==> src/rtl/tes_pkg.sv <==
`timescale 1ns / 1ps
`default_nettype none

package tes_pkg;

   localparam int CAPACITY   = 16;
   localparam int TYPE_COUNT = 32;

   localparam int CAP_W  = (CAPACITY > 1) ? $clog2(CAPACITY) : 1;
   localparam int CNT_W  = $clog2(CAPACITY + 1);
   localparam int TIME_W = 64;
   localparam int TYPE_W = 5;
   localparam int CYC_W  = 32;
   localparam int OP_W   = 3;

   localparam logic [OP_W-1:0] OP_SCHED_REL = 3'd0;
   localparam logic [OP_W-1:0] OP_SCHED_ABS = 3'd1;
   localparam logic [OP_W-1:0] OP_DESCHED   = 3'd2;
   localparam logic [OP_W-1:0] OP_RESCHED   = 3'd3;
   localparam logic [OP_W-1:0] OP_ADVANCE   = 3'd4;

   typedef struct packed {
      logic [TIME_W-1:0] trig_time;
      logic [TYPE_W-1:0] kind;
      logic              notify;
   } entry_type;

   typedef struct packed {
      logic kind_hit;
      logic due;
      logic better;
   } pick_type;

endpackage

`default_nettype wire

==> src/rtl/timed_event_scheduler_top.sv <==
// The type search of deschedule, reschedule and schedule (unless duplicates are allowed)
// reads one entry a cycle from the event store, which has separate read and write ports.
// An advance with nothing due makes one scan of the pending events; each fired event adds
// a new scan plus a shift of the entries above it.
// One operation is in flight at a time; a finished beat may wait in the output register.
// Reset clears the pending count, the current time and the output valid; no clearing pass.
`timescale 1ns / 1ps
`default_nettype none

module timed_event_scheduler_top (
   input  logic                             clock,
   input  logic                             reset,
   input  logic                             req_valid,
   output logic                             req_ready,
   input  logic [tes_pkg::OP_W-1:0]         req_op,
   input  logic [tes_pkg::TYPE_W-1:0]       req_event_type,
   input  logic [tes_pkg::CYC_W-1:0]        req_cycles,
   input  logic [tes_pkg::TIME_W-1:0]       req_abs_time,
   input  logic                             req_allow_duplicate,
   input  logic                             req_notify,
   output logic                             rsp_valid,
   input  logic                             rsp_ready,
   output logic                             rsp_ok,
   output logic                             rsp_fired,
   output logic [tes_pkg::TYPE_W-1:0]       rsp_fired_type,
   output logic [tes_pkg::TIME_W-1:0]       rsp_fired_time,
   output logic                             rsp_fired_notify,
   output logic [tes_pkg::TIME_W-1:0]       rsp_now_time,
   output logic                             rsp_last
);
   import tes_pkg::*;

   typedef enum logic [7:0] {
      ST_IDLE   = 8'b0000_0001,
      ST_FIND   = 8'b0000_0010,
      ST_INSERT = 8'b0000_0100,
      ST_WRITE  = 8'b0000_1000,
      ST_SELECT = 8'b0001_0000,
      ST_EMIT   = 8'b0010_0000,
      ST_SHIFT  = 8'b0100_0000,
      ST_STATUS = 8'b1000_0000
   } state_type;

   state_type          state_ff, state_in;
   logic [CNT_W-1:0]   count_ff, count_in;
   logic [TIME_W-1:0]  now_ff, now_in;
   logic [CNT_W-1:0]   scan_ff, scan_in;
   logic               rd_valid_ff, rd_valid_in;
   logic [CAP_W-1:0]   rd_idx_ff, rd_idx_in;
   logic               have_ff, have_in;
   logic               ok_ff, ok_in;
   logic               rsp_valid_ff, rsp_valid_in;

   logic [OP_W-1:0]    op_ff, op_in;
   logic [TYPE_W-1:0]  kind_ff, kind_in;
   logic               notify_ff, notify_in;
   logic [TIME_W-1:0]  tgt_ff, tgt_in;
   entry_type          best_ff, best_in;
   logic [CAP_W-1:0]   best_idx_ff, best_idx_in;
   logic [CAP_W-1:0]   hit_idx_ff, hit_idx_in;
   logic               hit_notify_ff, hit_notify_in;

   logic               rsp_ok_ff, rsp_ok_in;
   logic               rsp_fired_ff, rsp_fired_in;
   logic [TYPE_W-1:0]  rsp_fired_type_ff, rsp_fired_type_in;
   logic [TIME_W-1:0]  rsp_fired_time_ff, rsp_fired_time_in;
   logic               rsp_fired_notify_ff, rsp_fired_notify_in;
   logic [TIME_W-1:0]  rsp_now_time_ff, rsp_now_time_in;
   logic               rsp_last_ff, rsp_last_in;
   logic               rsp_load;
   logic               rsp_free;

   entry_type          mem [CAPACITY];
   entry_type          rd_data_ff;
   logic               mem_we;
   logic [CAP_W-1:0]   mem_waddr;
   entry_type          mem_wdata;

   logic               issue;
   logic               kind_ok;
   logic [TIME_W-1:0]  sum_time;
   pick_type           pick;

   tes_pick u_pick (
      .entry    (rd_data_ff),
      .best     (best_ff),
      .have     (have_ff),
      .now_time (now_ff),
      .kind     (kind_ff),
      .pick     (pick)
   );

   assign rsp_free = !rsp_valid_ff || rsp_ready;
   assign issue    = (scan_ff < count_ff);
   assign kind_ok  = (int'(req_event_type) < TYPE_COUNT);
   assign sum_time = now_ff + {{(TIME_W-CYC_W){1'b0}}, req_cycles};

   assign req_ready        = (state_ff == ST_IDLE);
   assign rsp_valid        = rsp_valid_ff;
   assign rsp_ok           = rsp_ok_ff;
   assign rsp_fired        = rsp_fired_ff;
   assign rsp_fired_type   = rsp_fired_type_ff;
   assign rsp_fired_time   = rsp_fired_time_ff;
   assign rsp_fired_notify = rsp_fired_notify_ff;
   assign rsp_now_time     = rsp_now_time_ff;
   assign rsp_last         = rsp_last_ff;

   always_comb begin
      state_in            = state_ff;
      count_in            = count_ff;
      now_in              = now_ff;
      scan_in             = scan_ff;
      rd_valid_in         = 1'b0;
      rd_idx_in           = rd_idx_ff;
      have_in             = have_ff;
      ok_in               = ok_ff;
      op_in               = op_ff;
      kind_in             = kind_ff;
      notify_in           = notify_ff;
      tgt_in              = tgt_ff;
      best_in             = best_ff;
      best_idx_in         = best_idx_ff;
      hit_idx_in          = hit_idx_ff;
      hit_notify_in       = hit_notify_ff;
      mem_we              = 1'b0;
      mem_waddr           = rd_idx_ff - CAP_W'(1);
      mem_wdata           = rd_data_ff;
      rsp_load            = 1'b0;
      rsp_ok_in           = ok_ff;
      rsp_fired_in        = 1'b0;
      rsp_fired_type_in   = '0;
      rsp_fired_time_in   = '0;
      rsp_fired_notify_in = 1'b0;
      rsp_now_time_in     = now_ff;
      rsp_last_in         = 1'b1;

      unique case (state_ff)
         ST_IDLE: begin
            if (req_valid) begin
               op_in     = req_op;
               kind_in   = req_event_type;
               notify_in = req_notify;
               tgt_in    = (req_op == OP_SCHED_ABS) ? req_abs_time : sum_time;
               scan_in   = '0;
               have_in   = 1'b0;
               ok_in     = 1'b0;
               unique case (req_op) inside
                  OP_SCHED_REL, OP_SCHED_ABS: begin
                     if (!kind_ok) begin
                        state_in = ST_STATUS;
                     end else if (req_allow_duplicate) begin
                        state_in = ST_INSERT;
                     end else begin
                        state_in = ST_FIND;
                     end
                  end
                  OP_DESCHED, OP_RESCHED: begin
                     state_in = kind_ok ? ST_FIND : ST_STATUS;
                  end
                  OP_ADVANCE: begin
                     now_in   = sum_time;
                     state_in = ST_SELECT;
                  end
                  default: begin
                     state_in = ST_STATUS;
                  end
               endcase
            end
         end
         ST_FIND: begin
            if (rd_valid_ff && pick.kind_hit) begin
               hit_idx_in    = rd_idx_ff;
               hit_notify_in = rd_data_ff.notify;
               unique case (op_ff) inside
                  OP_DESCHED: begin
                     scan_in  = CNT_W'(rd_idx_ff) + CNT_W'(1);
                     state_in = ST_SHIFT;
                  end
                  OP_RESCHED: begin
                     state_in = ST_WRITE;
                  end
                  default: begin
                     state_in = ST_STATUS;
                  end
               endcase
            end else if (!rd_valid_ff && !issue) begin
               if ((op_ff == OP_SCHED_REL) || (op_ff == OP_SCHED_ABS)) begin
                  state_in = ST_INSERT;
               end else begin
                  state_in = ST_STATUS;
               end
            end else begin
               rd_valid_in = issue;
               rd_idx_in   = scan_ff[CAP_W-1:0];
               if (issue) begin
                  scan_in = scan_ff + CNT_W'(1);
               end
            end
         end
         ST_INSERT: begin
            if (count_ff < CNT_W'(CAPACITY)) begin
               mem_we    = 1'b1;
               mem_waddr = count_ff[CAP_W-1:0];
               mem_wdata = '{trig_time: tgt_ff, kind: kind_ff, notify: notify_ff};
               count_in  = count_ff + CNT_W'(1);
               ok_in     = 1'b1;
            end
            state_in = ST_STATUS;
         end
         ST_WRITE: begin
            mem_we    = 1'b1;
            mem_waddr = hit_idx_ff;
            mem_wdata = '{trig_time: tgt_ff, kind: kind_ff, notify: hit_notify_ff};
            ok_in     = 1'b1;
            state_in  = ST_STATUS;
         end
         ST_SELECT: begin
            if (rd_valid_ff && pick.due && pick.better) begin
               best_in     = rd_data_ff;
               best_idx_in = rd_idx_ff;
               have_in     = 1'b1;
            end
            if (!rd_valid_ff && !issue) begin
               ok_in    = 1'b1;
               state_in = have_ff ? ST_EMIT : ST_STATUS;
            end else begin
               rd_valid_in = issue;
               rd_idx_in   = scan_ff[CAP_W-1:0];
               if (issue) begin
                  scan_in = scan_ff + CNT_W'(1);
               end
            end
         end
         ST_EMIT: begin
            if (rsp_free) begin
               rsp_load            = 1'b1;
               rsp_ok_in           = 1'b1;
               rsp_fired_in        = 1'b1;
               rsp_fired_type_in   = best_ff.kind;
               rsp_fired_time_in   = best_ff.trig_time;
               rsp_fired_notify_in = best_ff.notify;
               rsp_last_in         = 1'b0;
               scan_in             = CNT_W'(best_idx_ff) + CNT_W'(1);
               state_in            = ST_SHIFT;
            end
         end
         ST_SHIFT: begin
            // Entries above the removed one move down by one place.
            if (rd_valid_ff) begin
               mem_we = 1'b1;
            end
            if (!rd_valid_ff && !issue) begin
               count_in = count_ff - CNT_W'(1);
               if (op_ff == OP_ADVANCE) begin
                  scan_in  = '0;
                  have_in  = 1'b0;
                  state_in = ST_SELECT;
               end else begin
                  ok_in    = 1'b1;
                  state_in = ST_STATUS;
               end
            end else begin
               rd_valid_in = issue;
               rd_idx_in   = scan_ff[CAP_W-1:0];
               if (issue) begin
                  scan_in = scan_ff + CNT_W'(1);
               end
            end
         end
         ST_STATUS: begin
            if (rsp_free) begin
               rsp_load = 1'b1;
               state_in = ST_IDLE;
            end
         end
         default: begin
            state_in = ST_IDLE;
         end
      endcase
   end

   always_comb begin
      if (rsp_load) begin
         rsp_valid_in = 1'b1;
      end else if (rsp_ready) begin
         rsp_valid_in = 1'b0;
      end else begin
         rsp_valid_in = rsp_valid_ff;
      end
   end

   always_ff @(posedge clock) begin
      if (reset) begin
         state_ff     <= ST_IDLE;
         count_ff     <= '0;
         now_ff       <= '0;
         scan_ff      <= '0;
         rd_valid_ff  <= 1'b0;
         have_ff      <= 1'b0;
         ok_ff        <= 1'b0;
         rsp_valid_ff <= 1'b0;
      end else begin
         state_ff     <= state_in;
         count_ff     <= count_in;
         now_ff       <= now_in;
         scan_ff      <= scan_in;
         rd_valid_ff  <= rd_valid_in;
         have_ff      <= have_in;
         ok_ff        <= ok_in;
         rsp_valid_ff <= rsp_valid_in;
      end
   end

   always_ff @(posedge clock) begin
      rd_idx_ff     <= rd_idx_in;
      op_ff         <= op_in;
      kind_ff       <= kind_in;
      notify_ff     <= notify_in;
      tgt_ff        <= tgt_in;
      best_ff       <= best_in;
      best_idx_ff   <= best_idx_in;
      hit_idx_ff    <= hit_idx_in;
      hit_notify_ff <= hit_notify_in;
      if (rsp_load) begin
         rsp_ok_ff           <= rsp_ok_in;
         rsp_fired_ff        <= rsp_fired_in;
         rsp_fired_type_ff   <= rsp_fired_type_in;
         rsp_fired_time_ff   <= rsp_fired_time_in;
         rsp_fired_notify_ff <= rsp_fired_notify_in;
         rsp_now_time_ff     <= rsp_now_time_in;
         rsp_last_ff         <= rsp_last_in;
      end
   end

   always_ff @(posedge clock) begin
      if (mem_we) begin
         mem[mem_waddr] <= mem_wdata;
      end
      rd_data_ff <= mem[scan_ff[CAP_W-1:0]];
   end

   a_count_bound: assert property (@(posedge clock) disable iff (reset)
      count_ff <= CNT_W'(CAPACITY))
      else $error("pending count exceeds capacity");

   a_fired_busy: assert property (@(posedge clock) disable iff (reset)
      (rsp_valid_ff && !rsp_last_ff) |-> (state_ff != ST_IDLE))
      else $error("fired beat pending while idle");

   a_fired_due: assert property (@(posedge clock) disable iff (reset)
      (rsp_valid_ff && rsp_fired_ff) |-> (rsp_fired_time_ff <= now_ff))
      else $error("fired event is not due");

   a_idle_quiet: assert property (@(posedge clock) disable iff (reset)
      (state_ff == ST_IDLE) |-> (!rd_valid_ff && !mem_we))
      else $error("store activity while idle");

endmodule

`default_nettype wire

==> src/rtl/tes_pick.sv <==
`timescale 1ns / 1ps
`default_nettype none

module tes_pick (
   input  tes_pkg::entry_type              entry,
   input  tes_pkg::entry_type              best,
   input  logic                            have,
   input  logic [tes_pkg::TIME_W-1:0]      now_time,
   input  logic [tes_pkg::TYPE_W-1:0]      kind,
   output tes_pkg::pick_type               pick
);
   import tes_pkg::*;

   // An entry beats the current best on an earlier time, or on an equal time
   // with a lower type. Equal entries keep the older one, since the scan runs
   // from the oldest entry upward.
   always_comb begin
      pick.kind_hit = (entry.kind == kind);
      pick.due      = (entry.trig_time <= now_time);
      pick.better   = !have
                      || (entry.trig_time < best.trig_time)
                      || ((entry.trig_time == best.trig_time) && (entry.kind < best.kind));
   end

endmodule

`default_nettype wire
==> config.mk <==
export PLATFORM = sky130hd
export DESIGN_NAME = timed_event_scheduler_top
export DESIGN_NICKNAME = d
export VERILOG_FILES = /design/src/rtl/tes_pkg.sv /design/src/rtl/timed_event_scheduler_top.sv /design/src/rtl/tes_pick.sv
export SDC_FILE = /design/constraint.sdc
export NUM_CORES = 2
export LEC_CHECK = 0
export BUFFER_PORTS_ARGS = -buffer_cell sky130_fd_sc_hd__buf_4
export CORE_MARGIN = 1.5
export CORE_UTILIZATION = 45
export CTS_CLUSTER_DIAMETER = 100
export DETAILED_ROUTE_END_ITERATION = 8
export PLACE_DENSITY_LB_ADDON = 0.25
export SLEW_MARGIN = 5
export SYNTH_ARGS = -nofsm -noshare
export SYNTH_HDL_FRONTEND = slang
export SYNTH_HIERARCHICAL = 1
export SYNTH_SLANG_ARGS = --single-unit
==> constraint.sdc <==
create_clock -name clock -period 9.55 [get_ports clock]
set_input_delay 0.955 -clock clock [delete_from_list [all_inputs] [get_ports clock]]
set_output_delay 0.955 -clock clock [all_outputs]
set_load 0.02 [all_outputs]
==> results.sh <==
export IMPL_fin_util_pct=52.2
export IMPL_nets=4302
export IMPL_grt_setup_unrepaired="no"
export IMPL_yosys_warnings=6
export IMPL_failed_checks="max-capacitance violations, max-slew violations"
export IMPL_finalWorstSetupSlack_ns=4.47
export IMPL_syn_area_per_cell_um2=17.4
export IMPL_status="complete, but fails checks"
export IMPL_power_density_mw_per_mm2=194
export IMPL_cts_tree="done"
export IMPL_clk_latency_ns=0.80
export IMPL_layout_common_cells="edfxtp_1, mux4_2, buf_4"
export IMPL_worstSetupPathType="flop to flop"
export IMPL_top_layer="met4"
export IMPL_clk_pin_slew_ns=0.06
export IMPL_ctsResizeCount=0
export IMPL_via_per_inst=5.95
export IMPL_io_pins=249
export IMPL_p_total_mw=14.4
export IMPL_slew_violations=2
export IMPL_sw_frac_of_total_pct=21.8
export IMPL_max_freq_mhz=197
export IMPL_grt_pass1_wl_mm=249
export IMPL_overflow=0
export IMPL_synth_top_area_share_pct=65.6
export IMPL_wl_met3_mm=12.4
export IMPL_place_hpwl_mm=104
export IMPL_cp_data_required_time_ns=9.97
export IMPL_synthCells=3720
export IMPL_placementRows=138
export IMPL_dp_slack_ns=4.50
export IMPL_async_flop_share_pct=0
export IMPL_grtUsageTotal_pct=23.7
export IMPL_cts_buffer_depth=3
export IMPL_postRouteAntennaNets=0
export IMPL_wl_met2_mm=83.5
export IMPL_skew_ns=0.0326
export IMPL_cts_buffers=162
export IMPL_p_seq_share_pct=53.1
export IMPL_min_path_type="primary input to flop"
export IMPL_n_fill_cell=11354
export IMPL_crit_path_start_kind="flop"
export IMPL_worstSetupEndpointType="flop"
export IMPL_die_w_um=382
export IMPL_holdBufCountCts=0
export IMPL_fin_crit_sh_pct=53.2
export IMPL_start_util_pct=45.5
export IMPL_wl_mm=174
export IMPL_drc_errors=0
export IMPL_cts_root_buf="clkbuf_16"
export IMPL_synth_cell_types=84
export IMPL_min_from="req_event_type[2]"
export IMPL_p_leak_nw=24.8
export IMPL_ys_seq_area_share_pct=70.4
export IMPL_vias=35972
export IMPL_place_area_mm2=0.0689
export IMPL_drive_gt1_share_pct=24.5
export IMPL_maxCapViolCount=1
export IMPL_hold_violations=0
export IMPL_syn_area_mm2=0.0647
export IMPL_clock_sinks=1569
export IMPL_period_needed_ns=5.08
export IMPL_startpoint="state_ff[7]$_SDFFE_PP0P_"
export IMPL_final_common_cell="edfxtp_1"
export IMPL_cp_max_fo=30
export IMPL_portBuffers=248
export IMPL_synth_top_flop_cell="edfxtp_1"
export IMPL_rr_startpoint="state_ff[7]$_SDFFE_PP0P_"
export IMPL_antenna_found_initial=4
export IMPL_synthTopCellsByArea="edfxtp_1, mux4_2, dfxtp_1, ha_1, nand2_1"
export IMPL_ys_seq_elements=1569
export IMPL_wl_per_cell_um=28.8
export IMPL_fp_dieH_um=382
export IMPL_finalInstanceArea_mm2=0.0741
export IMPL_p_clk_share_pct=42.8
export IMPL_first_iter_violations=3598
export IMPL_slew_headroom_pct=-11.4
export IMPL_internal_power_mw=11.3
export IMPL_ir_drop_uv=138
export IMPL_synth_top_area_cell="edfxtp_1"
export IMPL_syn_to_final_growth_pct=14.5
export IMPL_critPathArrivalTime_ns=5.50
export IMPL_grt_pass1_vias=35148
export IMPL_synth_edf_count=1413
export IMPL_htreeDepth=4
export IMPL_wl_met1_mm=73.5
export IMPL_synth_fp_nets=4007
export IMPL_coreArea_mm2=0.142
export IMPL_tightest_slew_ns=1.65
export IMPL_combPwrFrac_pct=4.1
export IMPL_grt_max_degree=148
export IMPL_place_gp_congestion=0.884
export IMPL_firstDrtPassIters=6
export IMPL_dieArea_mm2=0.146
export IMPL_setup_viol=0
export IMPL_p_sw_mw=3.13
export IMPL_post_cts_buffers=0
export IMPL_setup_tns_ns=0
## flip-flops by register name, summed over array words and instances (netlist names), 4 cells and up
signal          count
mem              1120
rsp_now_time       64
state_ff            8
best_ff            70
rd_data_ff         70
kind_ff             5
rsp_fired_time     64
best_idx_ff         4
scan_ff             5
rsp_fired_type      5
hit_idx_ff          4
count_ff            5
now_ff             64
rd_idx_ff           4
tgt_ff             64
## area by class of cell
type                       instances  area, um2  share of cell area (%)
sequential                      1569      45600                    61.5
inverter                         167        632                   0.853
clock buffer                     216       4480                    6.05
antenna                            2       5.00                 0.00675
clock inverter                    88        694                   0.937
timing repair buffer             308       2370                    3.20
tap                             1890       2360                    3.19
multi-input combinational       1807      18000                    24.3
## per-layer routing
metal / vias to the layer above / global-route usage [%]
met5: - / 0
met4: 0 / 7.27
met3: 264 / 3.81
met2: 1479 / 37.9
met1: 18886 / 33.6
li1: 15343 / -
## Yosys cell counts, drive strengths merged (41+ instances only)
cell type / instances
a21oi: 141
and3: 82
buf: 51
clkbuf: 126
dfxtp: 156
edfxtp: 1413
ha: 175
inv: 167
mux2: 69
mux4: 350
nand2: 211
nand3: 61
nand4: 61
nor2: 154
nor3: 41
o21ai: 87
xnor2: 65
## logic make-up after synthesis
kind of cell,Yosys count,synth area share [%]
multiplexers,421,13.4
buffers and inverters,344,2.08
XOR/XNOR,101,1.37
AND/OR/NAND/NOR,713,5.50
AO/OA/AOI/OAI,395,3.81
adder cells (fa/ha/maj),177,3.45
flip-flops,1569,70.4
## critical path, stage by stage, from the launching register on
cell	delay, ns
dfxtp_1	0.39
nor4_1	0.60
nand2_1	0.18
nor2_1	0.61
nor3_1	0.11
a221oi_1	0.32
a21boi_0	0.30
nand2_1	0.30
nor2_4	0.59
buf_4	0.67
buf_4	0.59
## worst paths after layout
path / end / slack (ns) / cells after the start
setup reg to reg: mem[8][34]$_DFFE_PP_ / 4.47 / 10
setup / recovery: mem[8][34]$_DFFE_PP_ / 4.47 / 10
hold reg to reg: best_ff[6]$_DFFE_PP_ / 0.49 / 0
hold / removal: kind_ff[2]$_DFFE_PP_ / 0.35 / 1
## stage by stage
stage	std cells	hold slack [ns]
2_1_floorplan	3720	0.418
3_3_place_gp	5741	0.480
3_5_place_dp	5741	0.475
4_1_cts	6045	0.300
5_1_grt	6045	0.320
6_report	6047	0.353
## power by group through the flow
stage	clock [mW]	combinational [mW]	sequential, mW
2_1_floorplan	0	0.338	7.76
3_3_place_gp	0	0.588	7.77
3_5_place_dp	0	0.592	7.78
4_1_cts	6.25	0.594	7.63
5_1_grt	6.50	0.639	7.64
6_report	6.16	0.597	7.63
No activity file was read; power rests on OpenSTA's default activity.
